$ cat src/rtl/core/psca_pkg.sv
// Shared types and constants for the pump short-cycle alarm.
// No dependencies; every other file in rtl/core imports this package.
`timescale 1ns / 1ps

package psca_pkg;

    localparam int PRESCALE_W        = 10;
    localparam int LIMIT_W           = 16;
    localparam int COUNT_W           = 8;
    localparam int WINDOW_W          = 20;
    localparam int REPORT_W          = 16;
    localparam int CFG_DATA_W        = 20;
    localparam int CFG_IDX_W         = 2;
    localparam int SECONDS_WIDTH_DEF = 16;

    localparam logic [PRESCALE_W-1:0] TICKS_PER_SEC_RST = PRESCALE_W'(1000);
    localparam logic [LIMIT_W-1:0]    SHORT_LIMIT_RST   = LIMIT_W'(15);
    localparam logic [COUNT_W-1:0]    THRESHOLD_RST     = COUNT_W'(2);
    localparam logic [WINDOW_W-1:0]   WINDOW_TICKS_RST  = WINDOW_W'(60000);

    typedef enum logic [CFG_IDX_W-1:0] {
        CFG_TICKS_PER_SEC = 2'd0,
        CFG_SHORT_LIMIT   = 2'd1,
        CFG_THRESHOLD     = 2'd2,
        CFG_WINDOW_TICKS  = 2'd3
    } t_cfg_idx;

    typedef struct packed {
        logic [PRESCALE_W-1:0] ticks_per_second;
        logic [LIMIT_W-1:0]    short_limit_seconds;
        logic [COUNT_W-1:0]    short_count_threshold;
        logic [WINDOW_W-1:0]   window_ticks;
    } t_cfg;

    typedef struct packed {
        logic                alarm;
        logic                running;
        logic                run_report_valid;
        logic [REPORT_W-1:0] run_report_seconds;
        logic                idle_report_valid;
        logic [REPORT_W-1:0] idle_report_seconds;
        logic [COUNT_W-1:0]  short_runs;
    } t_result;

endpackage

$ cat src/rtl/core/psca_if.sv
// Valid/ready channel interfaces for the pump short-cycle alarm.
// Depends on psca_pkg for field widths.
`timescale 1ns / 1ps

interface psca_in_if;
    import psca_pkg::*;
    logic valid;
    logic ready;
    logic pump_running;
    logic alarm_clear;

    modport source (output valid, output pump_running, output alarm_clear, input ready);
    modport sink   (input valid, input pump_running, input alarm_clear, output ready);
endinterface

interface psca_out_if;
    import psca_pkg::*;
    logic                valid;
    logic                ready;
    logic                alarm;
    logic                running;
    logic                run_report_valid;
    logic [REPORT_W-1:0] run_report_seconds;
    logic                idle_report_valid;
    logic [REPORT_W-1:0] idle_report_seconds;
    logic [COUNT_W-1:0]  short_runs;

    modport source (output valid, output alarm, output running, output run_report_valid,
                    output run_report_seconds, output idle_report_valid,
                    output idle_report_seconds, output short_runs, input ready);
    modport sink   (input valid, input alarm, input running, input run_report_valid,
                    input run_report_seconds, input idle_report_valid,
                    input idle_report_seconds, input short_runs, output ready);
endinterface

$ cat src/rtl/core/psca_core.sv
// Per-tick state update: run/idle timers, short-run count, window, alarm latch.
// Depends on psca_pkg.
`timescale 1ns / 1ps

module psca_core #(
    parameter int SECONDS_WIDTH = psca_pkg::SECONDS_WIDTH_DEF
) (
    input  logic              i_clk,
    input  logic              i_rst_n,
    input  logic              i_step_en,
    input  logic              i_pump_running,
    input  logic              i_alarm_clear,
    input  psca_pkg::t_cfg    i_cfg,
    output psca_pkg::t_result o_result
);
    import psca_pkg::*;

    localparam int CMP_W = (SECONDS_WIDTH > REPORT_W) ? SECONDS_WIDTH : REPORT_W;

    logic                     r_running;
    logic [PRESCALE_W-1:0]    r_sec_ticks;
    logic [SECONDS_WIDTH-1:0] r_run_seconds;
    logic [SECONDS_WIDTH-1:0] r_idle_seconds;
    logic [WINDOW_W-1:0]      r_win_ticks;
    logic [COUNT_W-1:0]       r_short_count;
    logic                     r_alarm;

    logic                     n_running;
    logic [PRESCALE_W-1:0]    n_sec_ticks;
    logic [SECONDS_WIDTH-1:0] n_run_seconds;
    logic [SECONDS_WIDTH-1:0] n_idle_seconds;
    logic [WINDOW_W-1:0]      n_win_ticks;
    logic [COUNT_W-1:0]       n_short_count;
    logic                     n_alarm;

    logic                     w_start;
    logic                     w_stop;
    logic [PRESCALE_W-1:0]    w_sec_inc;
    logic [PRESCALE_W-1:0]    w_sec_phase;
    logic                     w_sec_hit;
    logic [WINDOW_W-1:0]      w_win_inc;
    logic [CMP_W-1:0]         w_run_ext;
    logic [CMP_W-1:0]         w_idle_ext;
    logic [CMP_W-1:0]         w_limit_ext;
    logic [COUNT_W-1:0]       w_count_upd;
    logic [SECONDS_WIDTH-1:0] w_run_plus;
    logic [SECONDS_WIDTH-1:0] w_idle_plus;

    assign w_start = i_pump_running && !r_running;
    assign w_stop  = !i_pump_running && r_running;

    // saturating tick counters
    assign w_sec_inc = (r_sec_ticks == '1) ? r_sec_ticks : r_sec_ticks + 1'b1;
    assign w_win_inc = (r_win_ticks == '1) ? r_win_ticks : r_win_ticks + 1'b1;

    // prescaler restarts on any transition before the compare
    assign w_sec_phase = (w_start || w_stop) ? '0 : w_sec_inc;
    assign w_sec_hit   = (w_sec_phase >= i_cfg.ticks_per_second);

    assign w_run_plus  = (r_run_seconds == '1)  ? r_run_seconds  : r_run_seconds + 1'b1;
    assign w_idle_plus = (r_idle_seconds == '1) ? r_idle_seconds : r_idle_seconds + 1'b1;

    assign w_run_ext   = CMP_W'(r_run_seconds);
    assign w_idle_ext  = CMP_W'(r_idle_seconds);
    assign w_limit_ext = CMP_W'(i_cfg.short_limit_seconds);

    assign w_count_upd = (w_stop && (w_run_ext <= w_limit_ext) && (r_short_count != '1))
                         ? r_short_count + 1'b1 : r_short_count;

    always_comb begin
        n_running      = i_pump_running;
        n_sec_ticks    = w_sec_hit ? '0 : w_sec_phase;
        n_run_seconds  = r_run_seconds;
        n_idle_seconds = r_idle_seconds;
        if (i_pump_running) begin
            if (w_start) begin
                n_idle_seconds = '0;
            end
            if (w_sec_hit) begin
                n_run_seconds = w_run_plus;
            end
        end else begin
            if (w_stop) begin
                n_run_seconds = '0;
            end
            if (w_sec_hit) begin
                n_idle_seconds = w_idle_plus;
            end
        end

        n_win_ticks   = w_win_inc;
        n_short_count = w_count_upd;
        if (w_win_inc >= i_cfg.window_ticks) begin
            n_win_ticks   = '0;
            n_short_count = '0;
        end

        n_alarm = r_alarm || (n_short_count >= i_cfg.short_count_threshold);
        if (i_alarm_clear) begin
            n_alarm = 1'b0;
        end
    end

    always_comb begin
        o_result                     = '0;
        o_result.alarm               = n_alarm;
        o_result.running             = n_running;
        o_result.run_report_valid    = w_stop;
        o_result.idle_report_valid   = w_start;
        o_result.short_runs          = n_short_count;
        if (w_stop) begin
            o_result.run_report_seconds = (w_run_ext > CMP_W'({REPORT_W{1'b1}}))
                                          ? {REPORT_W{1'b1}} : w_run_ext[REPORT_W-1:0];
        end
        if (w_start) begin
            o_result.idle_report_seconds = (w_idle_ext > CMP_W'({REPORT_W{1'b1}}))
                                           ? {REPORT_W{1'b1}} : w_idle_ext[REPORT_W-1:0];
        end
    end

    always_ff @(posedge i_clk) begin
        if (!i_rst_n) begin
            r_running      <= 1'b0;
            r_sec_ticks    <= '0;
            r_run_seconds  <= '0;
            r_idle_seconds <= '0;
            r_win_ticks    <= '0;
            r_short_count  <= '0;
            r_alarm        <= 1'b0;
        end else if (i_step_en) begin
            r_running      <= n_running;
            r_sec_ticks    <= n_sec_ticks;
            r_run_seconds  <= n_run_seconds;
            r_idle_seconds <= n_idle_seconds;
            r_win_ticks    <= n_win_ticks;
            r_short_count  <= n_short_count;
            r_alarm        <= n_alarm;
        end
    end

`ifndef SYNTHESIS
    a_one_report: assert property (@(posedge i_clk) disable iff (!i_rst_n)
        !(o_result.run_report_valid && o_result.idle_report_valid))
        else $error("run and idle report in the same tick");

    a_running_follows: assert property (@(posedge i_clk) disable iff (!i_rst_n)
        i_step_en |=> (r_running == $past(i_pump_running)))
        else $error("running state does not follow the pump level");

    a_clear_wins: assert property (@(posedge i_clk) disable iff (!i_rst_n)
        (i_step_en && i_alarm_clear) |=> !r_alarm)
        else $error("alarm survived a clear");

    a_idle_no_run_time: assert property (@(posedge i_clk) disable iff (!i_rst_n)
        !r_running |-> (r_run_seconds == '0))
        else $error("run timer nonzero while idle");
`endif

endmodule

$ cat src/rtl/core/pump_short_cycle_alarm.sv
// Top level of the pump short-cycle alarm: config registers, input and result stages.
// Depends on psca_pkg, psca_if (psca_in_if, psca_out_if) and psca_core.
`timescale 1ns / 1ps
//
//  Channel   | Direction | Handshake     | Payload
//  ----------+-----------+---------------+------------------------------------------------
//  i_in      | in        | valid / ready | pump_running, alarm_clear (one tick)
//  o_out     | out       | valid / ready | alarm, running, run/idle reports, short_runs
//  i_cfg_*   | in        | write enable  | i_cfg_idx selects register, i_cfg_data value
//
//  One transaction per cycle is sustained while o_out.ready stays high. From input
//  acceptance to result valid a tick passes the input register, then the state update in
//  psca_core feeding the result register.
//  Synchronous active-low reset clears the timers, the short count, the alarm, all valid
//  flags and restores register defaults. When the result stage is stalled the input
//  stage still takes one more transaction, then ready drops until the result drains.

module pump_short_cycle_alarm #(
    parameter int SECONDS_WIDTH = psca_pkg::SECONDS_WIDTH_DEF
) (
    input  logic                                i_clk,
    input  logic                                i_rst_n,
    psca_in_if.sink                             i_in,
    psca_out_if.source                          o_out,
    input  logic                                i_cfg_we,
    input  logic [psca_pkg::CFG_IDX_W-1:0]      i_cfg_idx,
    input  logic [psca_pkg::CFG_DATA_W-1:0]     i_cfg_data
);
    import psca_pkg::*;

    // configuration registers
    t_cfg    r_cfg;

    // input stage
    logic    r_s1_valid;
    logic    r_s1_pump;
    logic    r_s1_clear;

    // result stage
    logic    r_out_valid;
    t_result r_out;

    t_result w_result;
    logic    w_advance;
    logic    w_in_take;

    // the tick in the input stage moves on when the result slot is free or being drained
    assign w_advance = r_s1_valid && (!r_out_valid || o_out.ready);
    assign i_in.ready = !r_s1_valid || w_advance;
    assign w_in_take  = i_in.valid && i_in.ready;

    always_ff @(posedge i_clk) begin
        if (!i_rst_n) begin
            r_cfg.ticks_per_second      <= TICKS_PER_SEC_RST;
            r_cfg.short_limit_seconds   <= SHORT_LIMIT_RST;
            r_cfg.short_count_threshold <= THRESHOLD_RST;
            r_cfg.window_ticks          <= WINDOW_TICKS_RST;
        end else if (i_cfg_we) begin
            case (t_cfg_idx'(i_cfg_idx))
                CFG_TICKS_PER_SEC: r_cfg.ticks_per_second      <= i_cfg_data[PRESCALE_W-1:0];
                CFG_SHORT_LIMIT:   r_cfg.short_limit_seconds   <= i_cfg_data[LIMIT_W-1:0];
                CFG_THRESHOLD:     r_cfg.short_count_threshold <= i_cfg_data[COUNT_W-1:0];
                CFG_WINDOW_TICKS:  r_cfg.window_ticks          <= i_cfg_data[WINDOW_W-1:0];
                default: begin
                end
            endcase
        end
    end

    // valid flags
    always_ff @(posedge i_clk) begin
        if (!i_rst_n) begin
            r_s1_valid  <= 1'b0;
            r_out_valid <= 1'b0;
        end else begin
            if (w_in_take) begin
                r_s1_valid <= 1'b1;
            end else if (w_advance) begin
                r_s1_valid <= 1'b0;
            end
            if (w_advance) begin
                r_out_valid <= 1'b1;
            end else if (o_out.ready) begin
                r_out_valid <= 1'b0;
            end
        end
    end

    // payload registers, no reset needed
    always_ff @(posedge i_clk) begin
        if (w_in_take) begin
            r_s1_pump  <= i_in.pump_running;
            r_s1_clear <= i_in.alarm_clear;
        end
        if (w_advance) begin
            r_out <= w_result;
        end
    end

    psca_core #(
        .SECONDS_WIDTH (SECONDS_WIDTH)
    ) u_core (
        .i_clk          (i_clk),
        .i_rst_n        (i_rst_n),
        .i_step_en      (w_advance),
        .i_pump_running (r_s1_pump),
        .i_alarm_clear  (r_s1_clear),
        .i_cfg          (r_cfg),
        .o_result       (w_result)
    );

    assign o_out.valid               = r_out_valid;
    assign o_out.alarm               = r_out.alarm;
    assign o_out.running             = r_out.running;
    assign o_out.run_report_valid    = r_out.run_report_valid;
    assign o_out.run_report_seconds  = r_out.run_report_seconds;
    assign o_out.idle_report_valid   = r_out.idle_report_valid;
    assign o_out.idle_report_seconds = r_out.idle_report_seconds;
    assign o_out.short_runs          = r_out.short_runs;

endmodule

$ cat src/flat_wrapper.sv
// flat-port wrapper written by rule: the top's interface ports become plain ports
module pump_short_cycle_alarm_flat import psca_pkg::*;
#(
    parameter int SECONDS_WIDTH = psca_pkg::SECONDS_WIDTH_DEF
)
  (i_clk, i_rst_n, i_cfg_we, i_cfg_idx, i_cfg_data, i_in_valid, i_in_pump_running, i_in_alarm_clear, i_in_ready, o_out_valid, o_out_alarm, o_out_running, o_out_run_report_valid, o_out_run_report_seconds, o_out_idle_report_valid, o_out_idle_report_seconds, o_out_short_runs, o_out_ready);
  psca_in_if i_in_i ();
  psca_out_if o_out_i ();
  input  logic i_clk;
  input  logic i_rst_n;
  input  logic i_cfg_we;
  input  logic [psca_pkg::CFG_IDX_W-1:0] i_cfg_idx;
  input  logic [psca_pkg::CFG_DATA_W-1:0] i_cfg_data;
  input wire logic [$bits(i_in_i.valid)-1:0] i_in_valid;
  input wire logic [$bits(i_in_i.pump_running)-1:0] i_in_pump_running;
  input wire logic [$bits(i_in_i.alarm_clear)-1:0] i_in_alarm_clear;
  output wire logic [$bits(i_in_i.ready)-1:0] i_in_ready;
  output wire logic [$bits(o_out_i.valid)-1:0] o_out_valid;
  output wire logic [$bits(o_out_i.alarm)-1:0] o_out_alarm;
  output wire logic [$bits(o_out_i.running)-1:0] o_out_running;
  output wire logic [$bits(o_out_i.run_report_valid)-1:0] o_out_run_report_valid;
  output wire logic [$bits(o_out_i.run_report_seconds)-1:0] o_out_run_report_seconds;
  output wire logic [$bits(o_out_i.idle_report_valid)-1:0] o_out_idle_report_valid;
  output wire logic [$bits(o_out_i.idle_report_seconds)-1:0] o_out_idle_report_seconds;
  output wire logic [$bits(o_out_i.short_runs)-1:0] o_out_short_runs;
  input wire logic [$bits(o_out_i.ready)-1:0] o_out_ready;
  assign i_in_i.valid = i_in_valid;
  assign i_in_i.pump_running = i_in_pump_running;
  assign i_in_i.alarm_clear = i_in_alarm_clear;
  assign i_in_ready = i_in_i.ready;
  assign o_out_valid = o_out_i.valid;
  assign o_out_alarm = o_out_i.alarm;
  assign o_out_running = o_out_i.running;
  assign o_out_run_report_valid = o_out_i.run_report_valid;
  assign o_out_run_report_seconds = o_out_i.run_report_seconds;
  assign o_out_idle_report_valid = o_out_i.idle_report_valid;
  assign o_out_idle_report_seconds = o_out_i.idle_report_seconds;
  assign o_out_short_runs = o_out_i.short_runs;
  assign o_out_i.ready = o_out_ready;
  pump_short_cycle_alarm #(.SECONDS_WIDTH(SECONDS_WIDTH)) u_core (.i_clk(i_clk), .i_rst_n(i_rst_n), .i_in(i_in_i), .o_out(o_out_i), .i_cfg_we(i_cfg_we), .i_cfg_idx(i_cfg_idx), .i_cfg_data(i_cfg_data));
endmodule
$ cat config.mk
export PLATFORM = sky130hd
export DESIGN_NAME = pump_short_cycle_alarm_flat
export DESIGN_NICKNAME = d
export VERILOG_FILES = /design/src/rtl/core/psca_pkg.sv /design/src/rtl/core/psca_if.sv /design/src/rtl/core/psca_core.sv /design/src/rtl/core/pump_short_cycle_alarm.sv /design/src/flat_wrapper.sv
export SDC_FILE = /design/constraint.sdc
export NUM_CORES = 1
export LEC_CHECK = 0
export BUFFER_PORTS_ARGS = -buffer_cell sky130_fd_sc_hd__buf_2
export CORE_MARGIN = 3
export CORE_UTILIZATION = 36
export CTS_CLUSTER_DIAMETER = 30
export DETAILED_ROUTE_END_ITERATION = 10
export HOLD_SLACK_MARGIN = 0.08
export REMOVE_ABC_BUFFERS = 1
export SYNTH_ARGS = -nofsm -noshare
export SYNTH_HDL_FRONTEND = slang
export SYNTH_SLANG_ARGS = --single-unit
$ cat constraint.sdc
create_clock -name i_clk -period 9.8 [get_ports i_clk]
set_input_delay 1.96 -clock i_clk [delete_from_list [all_inputs] [get_ports i_clk]]
set_output_delay 1.96 -clock i_clk [all_outputs]
set_load 0.01 [all_outputs]
After elaboration in Yosys (flattened, before gate mapping) --
Index checks and enable logic that the tools add are counted.
Word-level totals: logic and storage cells 92, input port bits 29, register bits after elaboration 174
Cells by class: equality and inequality tests 12, order comparisons 6, reductions and logical operators 25, mux-type cells 22, $add $sub $neg 5
Operators by type and width (number):
- 16-bit two-way mux | 10
- 20-bit two-way mux | 2
- 16-bit by 1-bit adder with 16-bit output (second input constant) | 2
- 16-bit == test (second input constant) | 2
- 16-bit greater-than comparator (second input constant) | 2
- 10-bit two-way mux | 3
- 20-bit by 1-bit adder with 20-bit output (second input constant) | 1
- 20-bit == test (second input constant) | 1
- 20-bit >= comparator | 1
- 16-bit <= comparator | 1
- 8-bit two-way mux | 2
- 10-bit by 1-bit adder with 10-bit output (second input constant) | 1
- 10-bit == test (second input constant) | 1
- 10-bit >= comparator | 1
- 8-bit by 1-bit adder with 8-bit output (second input constant) | 1
- 8-bit >= comparator | 1
- 8-bit != test (second input constant) | 1
- 2-bit AND reduction | 4
- 4-bit AND reduction | 2
- 2-bit nonzero test | 4
- 1-bit logical AND | 6
- 2-bit != test (second input constant) | 3
- 1-bit two-way mux | 5
- 2-bit == test (second input constant) | 2
- other kinds (5) | 11

Longest topological paths before layout --
Gate-level depths: netlist of the first run.
depth in word-level cells 9, gate-level depth with buffers 23

Modules after synthesis --
From an unflattened synthesis of the first run, not the netlist that was laid out.
Unflattened totals: cell total of the unflattened synthesis 1019, area total of the unflattened synthesis 9155.0 µm²
Modules (own cells, without submodules):
- psca_core | area each 5537.8 µm², cells an instance 745, instances 1, seq. area each 1441.4 µm²
- pump_short_cycle_alarm | area each 3617.2 µm², cells an instance 274, instances 1, seq. area each 2502.4 µm²

Worst setup path after synthesis of the first run --
No wires, ideal clock.
path kind register to register, from reg u_core.u_core.r_win_ticks[11], to reg u_core.u_core.r_alarm, library setup time 0.070 ns, period minus slack after synthesis 4.368 ns, data required time 9.730 ns, setup slack 5.432 ns, data arrival time 4.298 ns, path buffers 3, stages on the path, launching flop included 21, path through dfxtp_1 > clkbuf_1 > nand4_1 > nor2_1 > and3_1 > nand3_1 > mux2_2 > ha_1 > and4_1 > nand2_1 > o31ai_1 > or2_0 > clkbuf_1 > clkbuf_1 > nor2_1 > ha_1 > nand3_1 > and4b_1 > a221oi_1 > nand2_1 > a21oi_1
On the way: word-level cells in the longest chain between the ends 7, elaborated cells between the ends (all ways) 8, classes of those cells add/sub (1); order compare (2); eq/ne (1); mux (3); reduce/logical (1)
RTL lines:
- start, declared | line psca_core.sv:24 | logic [WINDOW_W-1:0] r_win_ticks;
- start signal, assigned | line psca_core.sv:135 | r_win_ticks <= n_win_ticks;
- 20-bit by 1-bit adder with 20-bit output or 20-bit == test (tied branches) | line psca_core.sv:54 | assign w_win_inc = (r_win_ticks == '1) ? r_win_ticks : r_win_ticks + 1'b1;
- 20-bit two-way mux (*) | line psca_core.sv:54
- 20-bit >= comparator (*) | line psca_core.sv:93 | if (w_win_inc >= i_cfg.window_ticks) begin
- 8-bit two-way mux (*) | line psca_core.sv:93
- net u_core.u_core.n_short_count[5] | line psca_core.sv:33 | logic [COUNT_W-1:0] n_short_count;
- 8-bit >= comparator (*) | line psca_core.sv:98 | n_alarm = r_alarm || (n_short_count >= i_cfg.short_count_threshold);
- 1-bit logical OR (*) | line psca_core.sv:98
- 1-bit two-way mux (*) | line psca_core.sv:99 | if (i_alarm_clear) begin
- net u_core.u_core.n_alarm | line psca_core.sv:34 | logic n_alarm;
- end signal, assigned | line psca_core.sv:137 | r_alarm <= n_alarm;
- end, declared | line psca_core.sv:26 | logic r_alarm;
The timed path passes the listed nets; every way through them passes the cells marked *. A chain may end at the register's enable or synchronous reset.

Worst setup path in the final report of the first run --
from reg u_core.u_core.r_win_ticks[0], to reg u_core.u_core.r_alarm
Same word-level chain as after synthesis.

==> impl_metrics.json, run 1 <==
{
  "wl_per_cell_um": 14.8,
  "cts_buffers": 17,
  "gp_congestion": 0.834,
  "setup-tns-final_ns": 0,
  "holdBufCountCts": 0,
  "ir_worst_vdd_v": 0.000109,
  "relSlewSlack_pct": 32.5,
  "antenna_found_initial": 0,
  "root_buffer": "clkbuf_16",
  "clk_pin_slew_ns": 0.07,
  "cp_cell_sequence": "ha_1, nand2_1, nor2_1, nand3_1, mux2_2, ha_1, nand2_1, o21ai_0, a41oi_1, o31ai_1, or2_0, nor2_1, ha_1, a211oi_1, and4b_1, a221oi_1, nand2_1, a21oi_1",
  "p_leak_nw": 4.04,
  "ant_nets": 0,
  "synth_area_sq_mm": 0.00915,
  "worstSetupPathDepth": 18,
  "post-cts-setup-buffers": 0,
  "crit_family": "simple AND/OR/NAND/NOR gates",
  "reg2reg_from": "u_core.u_core.r_win_ticks[0]",
  "start_kind": "flop",
  "avgSynthCellArea_sq_um": 8.64,
  "cts.sink_count": 174,
  "final_nets": 1199,
  "clk-insertion-delay-late_ns": 0.43,
  "start_util_pct": 37.1,
  "io_buffers": 74,
  "cp_max_fo": 15,
  "synth_edf_count": 46,
  "num_rows": 57,
  "routed_wl_um": 21400,
  "p_per_area_mw_per_mm2": 151,
  "drt_iter0_markers": 450,
  "grt_pass1_wl_um": 35400,
  "synthTopCellsByArea": "dfxtp_1 (28%), edfxtp_1 (15%), ha_1 (8.6%), nand2_1 (7.1%), a21oi_1 (4.7%)",
  "yosys-top-cells-count": "nand2_1 (172), dfxtp_1 (128), a21oi_1 (85)",
  "cp-startpoint": "u_core.u_core.r_win_ticks[0]",
  "die-area_sq_mm": 0.0274,
  "synth_top_area_share_pct": 28.0,
  "synth_top_cell_by_area": "dfxtp_1",
  "synth_flop_cell": "dfxtp_1",
  "crit_path_end": "u_core.u_core.r_alarm",
  "die_x_um": 165,
  "worstPathRequired_ns": 10.07,
  "syn2layout_area_growth_pct": 13.7,
  "ys_seq_area_share_pct": 43.1,
  "fin_skew_ns": 0.0108,
  "crit_path_end_kind": "flop",
  "antenna-diode-count": 0,
  "grt_pass1_vias": 7156,
  "regToRegSetupSlack_ns": 4.65,
  "track_usage_pct": 16.2,
  "grt_max_degree": 75,
  "final_hold_viol_count": 0,
  "drv_slew": 0,
  "htreeDepth": 4,
  "post-route-drc-count": 0,
  "hold_class": "reg -> reg",
  "firstDrtPassIters": 5,
  "vias_per_cell": 5.23,
  "worst_pin_slew_ns": 1.01,
  "crit_arrival_ns": 5.43,
  "yosys_warnings": 0,
  "coreArea_sq_mm": 0.0247,
  "path_class": "reg -> reg",
  "period_needed_ns": 5.15,
  "synth.distinct_cells": 62,
  "fin_hold_ws_ns": 0.455,
  "cts_resized": 0,
  "setup_viol": 0,
  "slowest_delay_ns": 0.78,
  "cts_tree": "yes",
  "power_mw": 1.57,
  "io_pins": 75,
  "ff2ff_path_depth": 18,
  "post-route-period-util_pct": 52.6,
  "min_from": "u_core.r_cfg[41]",
  "fmax_mhz": 194,
  "r2r-end": "u_core.u_core.r_alarm",
  "grt_remaining_overflow": 0,
  "status": "finished, final reports clean",
  "cap_viol_max_count": 0,
  "rsz0062_at_grt": "false",
  "clk_path_buf_depth": 2,
  "async_flop_share_pct": 0,
  "vias": 7557,
  "synthMostInstantiatedCell": "nand2_1",
  "synthCells": 1059,
  "cp_slowest_cell": "or2_0",
  "drive_gt1_share_pct": 12.0,
  "dp_hpwl_um": 14900,
  "ys_seq_elements": 174,
  "crit_buf_inv": 0,
  "die_h_um": 165
}
[worst min-delay path by stage]
stage                       endpoint  depth (start not counted)  slack [ns]
2_1_floorplan  u_core.u_core.r_alarm                          2        0.44
3_3_place_gp        u_core.r_cfg[22]                          2        0.44
3_5_place_dp         u_core.r_cfg[4]                          2        0.45
4_1_cts              u_core.r_cfg[4]                          2        0.46
5_1_grt             u_core.r_cfg[48]                          2        0.47
6_report            u_core.r_cfg[41]                          2        0.45
[worst reg2reg max path: stages (launching register included)]
cell      delay (ns)
dfxtp_1         0.44
ha_1            0.25
nand2_1         0.14
nor2_1          0.23
nand3_1         0.25
mux2_2          0.37
ha_1            0.28
nand2_1         0.04
o21ai_0         0.16
a41oi_1         0.16
o31ai_1         0.55
or2_0           0.78
nor2_1          0.18
ha_1            0.35
a211oi_1        0.31
and4b_1         0.25
a221oi_1        0.10
nand2_1         0.09
a21oi_1         0.07
[sequential cells by signal, indices dropped and copies added (netlist names)]
register and cells:
u_core.o_out.alarm 1, u_core.o_out.idle_report_seconds 16, u_core.o_out.idle_report_valid 1, u_core.o_out.run_report_seconds 16, u_core.o_out.run_report_valid 1, u_core.o_out.running 1, u_core.o_out.short_runs 8, u_core.o_out.valid 1
u_core.r_cfg 54, u_core.r_s1_clear 1, u_core.r_s1_pump 1, u_core.r_s1_valid 1, u_core.u_core.r_alarm 1, u_core.u_core.r_idle_seconds 16, u_core.u_core.r_run_seconds 16, u_core.u_core.r_running 1
u_core.u_core.r_sec_ticks 10, u_core.u_core.r_short_count 8, u_core.u_core.r_win_ticks 20
[power breakdown]
part,switching (mW),total (mW),internal [mW]
logic,0.0690,0.100,0.0313
clock network,0.303,0.706,0.403
registers,0.00870,0.764,0.755
total,0.381,1.57,1.19
[cells in the final DEF, fill, tap and decap left out, types with 4 or more instances in the layout]
master,instances
and2_1,43
and3_1,25
a31oi_1,13
o21ai_0,23
clkbuf_16,18
nand3b_1,16
nor2b_1,5
a22oi_1,6
nand2b_1,7
dfxtp_1,128
a21oi_1,85
inv_1,61
a211oi_1,5
o211ai_1,23
nand4_1,21
or3_1,9
edfxtp_1,46
and4_1,6
nor2_1,67
mux2_2,6
inv_6,4
buf_2,74
a21o_1,6
xor2_1,16
nand2_1,172
or4_1,11
nand3_1,53
xnor2_1,18
nor3_1,14
ha_1,63
o31ai_1,6
o21a_1,4
buf_4,6
[cell type report]
| type | count | area [sq um] |
|---|---|---|
| inverters | 63 | 236 |
| clock inverters | 13 | 149 |
| clock buffers | 19 | 464 |
| multi-input cells | 771 | 4780 |
| repair buffers | 80 | 415 |
| fillers | 2513 | 14300 |
| flip-flops and latches | 174 | 3940 |
| well taps | 324 | 405 |
[stage by stage]
stage               worst slack [ns]  instance area, sq um  utilization (%)  instances
finish                          4.65                 10400             42.1       1444
global route                    4.19                 10400             42.1       1444
CTS                             4.70                 10400             42.1       1444
detailed placement              4.73                  9790             39.7       1412
global placement                4.85                  9790             39.7       1412
floorplan                       3.90                  8950                -       1008
[metal layers]
metal	vias to the layer above	global-route usage (%)	part of all wire, %
li1	3852	-	-
met1	3551	21.6	48
met2	134	26.8	47
met3	20	2.97	4.3
met4	0	4.65	1.2
met5	-	0	0
[kinds of logic after synthesis]
family | count (synthesis) | share of synthesized area, %
xor+xnor | 34 | 3.26
buf+inv | 114 | 4.72
compound gates | 195 | 13.4
simple gates | 470 | 25.8
flops | 174 | 43.1
fa+ha+maj | 63 | 8.62
mux | 9 | 1.07
Note: power is estimated with default switching activity, not from simulation.
==> run 2, diff against run 1 <==
--- a/config.mk
+++ b/config.mk
@@ -5,6 +5,7 @@
 export SDC_FILE = /design/constraint.sdc
 export NUM_CORES = 1
 export LEC_CHECK = 0
+export ABC_AREA = 1
 export BUFFER_PORTS_ARGS = -buffer_cell sky130_fd_sc_hd__buf_2
 export CORE_MARGIN = 3
 export CORE_UTILIZATION = 36
==> constraint.sdc (replaced) <==
create_clock -name i_clk -period 4.4 [get_ports i_clk]
set_input_delay 0.88 -clock i_clk [delete_from_list [all_inputs] [get_ports i_clk]]
set_output_delay 0.88 -clock i_clk [all_outputs]
set_load 0.01 [all_outputs]
==> run 2 against run 1 <==
First-iteration DRC count is 18% higher. Clock skew up 0.0089 ns. Routed wire length rose by 5.2%. Critical path depth rose by 3. Flip-flop and latch count unchanged. Register-to-register slack got worse by 4.3 ns. Core utilization fell by 0.15 points. Critical endpoint is now u_core.o_out.alarm.
==> impl_metrics.json, run 2 <==
{
  "final_nets": 1375,
  "async_flop_share_pct": 0,
  "clk-insertion-delay-late_ns": 0.44,
  "firstDrtPassIters": 5,
  "die_x_um": 167,
  "avgSynthCellArea_sq_um": 7.61,
  "yosys_warnings": 0,
  "hold_class": "reg -> reg",
  "ir_worst_vdd_v": 0.000208,
  "largest-register": "u_core.r_cfg",
  "grt_max_degree": 60,
  "die-area_sq_mm": 0.0278,
  "final_cell_mix": "nand2_1 (242), inv_1 (172), a21oi_1 (141), dfxtp_1 (128), nand3_1 (109)",
  "cap_viol_max_count": 0,
  "slowest_delay_ns": 0.39,
  "cp_slowest_cell": "dfxtp_1",
  "cts.sink_count": 174,
  "coreArea_sq_mm": 0.0253,
  "highest_layer": "met4",
  "root_buffer": "clkbuf_16",
  "clk_pin_slew_ns": 0.08,
  "synth_edf_count": 46,
  "dpl_cell_area_sq_mm": 0.00997,
  "fin_ws_ns": 0.374,
  "synthMostInstantiatedCell": "nand2_1",
  "path_class": "reg -> reg",
  "antenna_found_initial": 0,
  "synth_area_sq_mm": 0.00930,
  "num-fill-cells": 2587,
  "largestRegisters": "u_core.r_cfg (54), u_core.u_core.r_win_ticks (20)",
  "htreeDepth": 4,
  "grt_pass1_vias": 7514,
  "period_needed_ns": 4.03,
  "synth_top_area_share_pct": 27.6,
  "ys_seq_area_share_pct": 42.4,
  "track_usage_pct": 16.2,
  "gp_congestion": 0.922,
  "setup_viol": 0,
  "io_pins": 75,
  "grt_remaining_overflow": 0,
  "final_hold_viol_count": 0,
  "status": "finished, final reports clean",
  "dr_wl_met3_um": 781,
  "dp_hpwl_um": 16000,
  "fin_skew_ns": 0.0197,
  "ys_seq_elements": 174,
  "start_util_pct": 36.8,
  "routed_wl_um": 22500,
  "met2_length_um": 10800,
  "worstPathRequired_ns": 4.60,
  "drive_gt1_share_pct": 10.8,
  "grt_pass1_wl_um": 37300,
  "relSlewSlack_pct": 23.5,
  "worst_pin_slew_ns": 1.15,
  "num_rows": 58,
  "antenna-diode-count": 0,
  "syn2layout_area_growth_pct": 14.1,
  "drt_iter0_markers": 529,
  "vias": 8017,
  "synthCells": 1221,
  "final_common_cell": "nand2_1",
  "io_buffers": 74,
  "yosys-top-cells-count": "nand2_1 (242), inv_1 (173), a21oi_1 (141)",
  "crit_arrival_ns": 4.23,
  "p_per_area_mw_per_mm2": 336,
  "crit_path_end_kind": "flop",
  "synth.distinct_cells": 38,
  "crit_path_frequent_cell": "nand2_1",
  "rsz0062_at_grt": "false",
  "vias_per_cell": 4.93,
  "post-route-drc-count": 0,
  "drv_slew": 0,
  "start_kind": "flop",
  "place_ws_ns": 0.237,
  "fin_area_sq_mm": 0.0106,
  "die_h_um": 167,
  "wl_per_cell_um": 13.9,
  "ant_nets": 0,
  "cts_buffers": 17,
  "wl_met1_um": 10600,
  "largest_reg_flops": 54,
  "clk_path_buf_depth": 2,
  "cts_tree": "yes",
  "cp_cell_sequence": "ha_1, and3_1, nand2_1, nor2_1, nand2_1, buf_4, nand2_1, ha_1, a21oi_1, o21ai_0, a21oi_1, nand3_1, nor2_4, nand3_1, inv_1, ha_1, a21oi_1, o21a_1, nand4_1, nand2_1, inv_1",
  "fmax_mhz": 248,
  "cp_max_fo": 10,
  "synth_top_cell_by_area": "dfxtp_1",
  "p_leak_nw": 4.74,
  "holdBufCountCts": 0,
  "synth_flop_cell": "dfxtp_1",
  "synthTopCellsByArea": "dfxtp_1 (28%), edfxtp_1 (15%), nand2_1 (9.8%), ha_1 (8.5%), a21oi_1 (7.6%)",
  "post-route-period-util_pct": 91.5
}
[run 2: logic make-up after synthesis]
logic type | count (synthesis) | synth area share [%]
compound gates | 232 | 13.0
fa+ha+maj | 63 | 8.48
flops | 174 | 42.4
xor+xnor | 35 | 3.30
buf+inv | 221 | 9.30
simple gates | 496 | 23.5
[run 2: layout make-up]
type | count | area [sq um] | area share (%)
timing repair buffer | 87 | 468 | 4.41
clock buffer | 18 | 439 | 4.14
clock inverter | 14 | 174 | 1.64
inverter | 177 | 664 | 6.27
tap | 330 | 413 | 3.89
sequential | 174 | 3940 | 37.2
multi-input combinational | 826 | 4500 | 42.5
[run 2: worst max-delay path: cells and delay by family, from the launching register on]
| family | cells | cell delay (ns) |
|---|---|---|
| buffers and inverters | 3 | 0.39 |
| flip-flops | 1 | 0.39 |
| adder cells (fa/ha/maj) | 3 | 0.72 |
| AND/OR/NAND/NOR | 10 | 1.56 |
| AO/OA/AOI/OAI | 5 | 0.74 |
[run 2: per-stage QoR]
| step | setup TNS, ns | hold slack, ns | util [%] | total power [mW] | std cells |
|---|---|---|---|---|---|
| 2_1_floorplan | -0.549 | 0.433 | - | 1.93 | 1177 |
| 3_3_place_gp | 0 | 0.447 | 39.5 | 2.05 | 1593 |
| 3_5_place_dp | 0 | 0.457 | 39.5 | 2.05 | 1593 |
| 4_1_cts | 0 | 0.467 | 41.9 | 3.60 | 1625 |
| 5_1_grt | 0 | 0.470 | 42.0 | 3.71 | 1626 |
| 6_report | 0 | 0.466 | 42.0 | 3.57 | 1626 |
[run 2: where the power goes]
group	switching (mW)	total [mW]	internal, mW
registers	0.0208	1.72	1.70
logic	0.202	0.294	0.0920
clock network	0.723	1.55	0.832
total	0.946	3.57	2.62
[run 2: worst paths after layout]
check | endpoint | start | slack [ns] | depth (start not counted)
setup / recovery | u_core.o_out.alarm | u_core.u_core.r_win_ticks[0] | 0.37 | 21
hold / removal | u_core.r_cfg[34] | u_core.r_cfg[34] | 0.47 | 2
setup reg to reg | u_core.o_out.alarm | u_core.u_core.r_win_ticks[0] | 0.37 | 21
hold reg to reg | u_core.r_cfg[34] | u_core.r_cfg[34] | 0.47 | 2
[run 2: repair_timing]
action	CTS	global route
endpoints found under the setup margin	0	2
setup buffers	0	1
gates resized for setup	0	3
[run 2: per-layer routing]
| layer | global-route usage, % | vias up |
|---|---|---|
| met2 | 28.2 | 158 |
| met5 | 0 | - |
| li1 | - | 4162 |
| met4 | 3.87 | 0 |
| met1 | 21.0 | 3668 |
| met3 | 2.85 | 29 |
==> run 3, diff against run 2 <==
--- a/config.mk
+++ b/config.mk
@@ -7,6 +7,7 @@
 export LEC_CHECK = 0
 export ABC_AREA = 1
 export BUFFER_PORTS_ARGS = -buffer_cell sky130_fd_sc_hd__buf_2
+export CORE_ASPECT_RATIO = 0.5
 export CORE_MARGIN = 3
 export CORE_UTILIZATION = 36
 export CTS_CLUSTER_DIAMETER = 30
==> run 3 against run 2 <==
Cell count rose by 0.25%. Via count increased by 0.14%. Critical path depth did not move. Register-to-register slack is essentially flat. Design area barely moved. Clock skew down 0.0088 ns. Hold slack got worse by 0.0050 ns. Setup slack got worse by 0.0084 ns. Combinational power barely moved. Total power rose by 0.51%. Clock-buffer cell count is 2 higher. Critical path type unchanged.
==> impl_metrics.json, run 3 (synthesis results as in run 2) <==
{
  "vias": 8028,
  "met2_length_um": 10700,
  "root_buffer": "clkbuf_16",
  "clk_path_buf_depth": 2,
  "rsz0062_at_grt": "false",
  "worstPathRequired_ns": 4.60,
  "status": "finished, final reports clean",
  "crit_path_end_kind": "flop",
  "p_per_area_mw_per_mm2": 338,
  "start_kind": "flop",
  "grt_max_degree": 60,
  "power_mw": 3.59,
  "drive_gt1_share_pct": 10.6,
  "clk-insertion-delay-late_ns": 0.43,
  "post-route-period-util_pct": 91.7,
  "fmax_mhz": 248,
  "path_class": "reg -> reg",
  "coreArea_sq_mm": 0.0247,
  "final_hold_viol_count": 0,
  "grt_pass1_vias": 7758,
  "die-area_sq_mm": 0.0279,
  "cts_buffers": 17,
  "final_nets": 1373,
  "setup-tns-final_ns": 0,
  "highest_layer": "met4",
  "crit_arrival_ns": 4.23,
  "clk_pin_slew_ns": 0.07,
  "final_common_cell": "nand2_1",
  "num-fill-cells": 2473,
  "wl_met1_um": 11400,
  "firstDrtPassIters": 5,
  "routed_wl_um": 23200,
  "largest-register": "u_core.r_cfg",
  "ir_worst_vdd_v": 0.000266,
  "ant_nets": 0,
  "io_pins": 75,
  "grt_remaining_overflow": 0,
  "setup_viol": 0,
  "cp_max_fo": 10,
  "antenna-diode-count": 0,
  "hold_class": "reg -> reg",
  "relSlewSlack_pct": 22.3,
  "htreeDepth": 4,
  "dr_wl_met3_um": 773,
  "gp_congestion": 0.890,
  "num_rows": 40,
  "largestRegisters": "u_core.r_cfg (54), u_core.u_core.r_win_ticks (20)",
  "die_x_um": 233,
  "p_leak_nw": 4.73,
  "antenna_found_initial": 0,
  "io_buffers": 74,
  "drt_iter0_markers": 581,
  "cts_tree": "yes",
  "dp_hpwl_um": 16700,
  "fin_skew_ns": 0.0109,
  "vias_per_cell": 4.93,
  "period_needed_ns": 4.03,
  "syn2layout_area_growth_pct": 14.0,
  "grt_pass1_wl_um": 38500,
  "cap_viol_max_count": 0,
  "final_cell_mix": "nand2_1 (242), inv_1 (172), a21oi_1 (141), dfxtp_1 (128), nand3_1 (109)",
  "worst_pin_slew_ns": 1.16,
  "start_util_pct": 37.7,
  "post-route-drc-count": 0,
  "track_usage_pct": 17.1,
  "cts.sink_count": 174,
  "die_h_um": 120,
  "wl_per_cell_um": 14.2,
  "largest_reg_flops": 54,
  "drv_slew": 0
}
==> run 3: repair_timing <==
action / 4_1_cts / 5_1_grt
hold buffers: 0 / 0
endpoints found under the setup margin: 0 / 2
gates resized for setup: 0 / 3
buffers inserted: 0 / 3
hold endpoints to repair: 0 / 0
==> run 3: power breakdown <==
| part | switching [mW] | internal (mW) |
|---|---|---|
| Sequential | 0.0217 | 1.70 |
| Clock | 0.680 | 0.894 |
| Combinational | 0.202 | 0.0902 |
==> run 3: worst max-delay path: stages (launching register included) <==
cell and delay [ns]:
dfxtp_1 0.39, ha_1 0.20, and3_1 0.25, nand2_1 0.11, nor2_1 0.17, nand2_1 0.20
buf_4 0.23, nand2_1 0.10, ha_1 0.26, a21oi_1 0.13, o21ai_0 0.13, a21oi_1 0.17
nand3_1 0.14, nor2_4 0.25, nand3_1 0.13, inv_1 0.10, ha_1 0.25, a21oi_1 0.15
o21a_1 0.15, nand4_1 0.11, nand2_1 0.10, inv_1 0.04
==> run 3: final timing paths <==
check        slack (ns)                 end                          from  depth (start not counted)
max                0.37  u_core.o_out.alarm  u_core.u_core.r_win_ticks[0]                         21
min                0.46    u_core.r_cfg[33]              u_core.r_cfg[33]                          2
max reg2reg        0.37  u_core.o_out.alarm  u_core.u_core.r_win_ticks[0]                         21
min reg2reg        0.46    u_core.r_cfg[33]              u_core.r_cfg[33]                          2
==> run 3: cell type report <==
class | instances | area, sq um | share of cell area (%)
flip-flops and latches | 174 | 3940 | 37.2
clock inverters | 12 | 116 | 1.10
well taps | 336 | 420 | 3.97
multi-input cells | 826 | 4500 | 42.5
clock buffers | 20 | 500 | 4.72
repair buffers | 85 | 453 | 4.27
inverters | 177 | 664 | 6.27
==> run 3: metrics by stage <==
stage | hold slack [ns] | std cells | instance area [sq um] | setup WS (ns) | util, %
after floorplan | 0.433 | 1177 | 9100 | -0.0815 | -
after global placement | 0.445 | 1595 | 9950 | 0.455 | 40.3
after detailed placement | 0.453 | 1595 | 9950 | 0.270 | 40.3
after CTS | 0.463 | 1627 | 10600 | 0.287 | 42.8
after global routing | 0.482 | 1630 | 10600 | 0.0181 | 43.0
final | 0.461 | 1630 | 10600 | 0.366 | 43.0
==> run 3: metal layers <==
layer	track usage (%)	up-vias
li1	-	4164
met1	22.6	3689
met2	28.8	149
met3	2.96	26
met4	4.88	0
met5	0	-
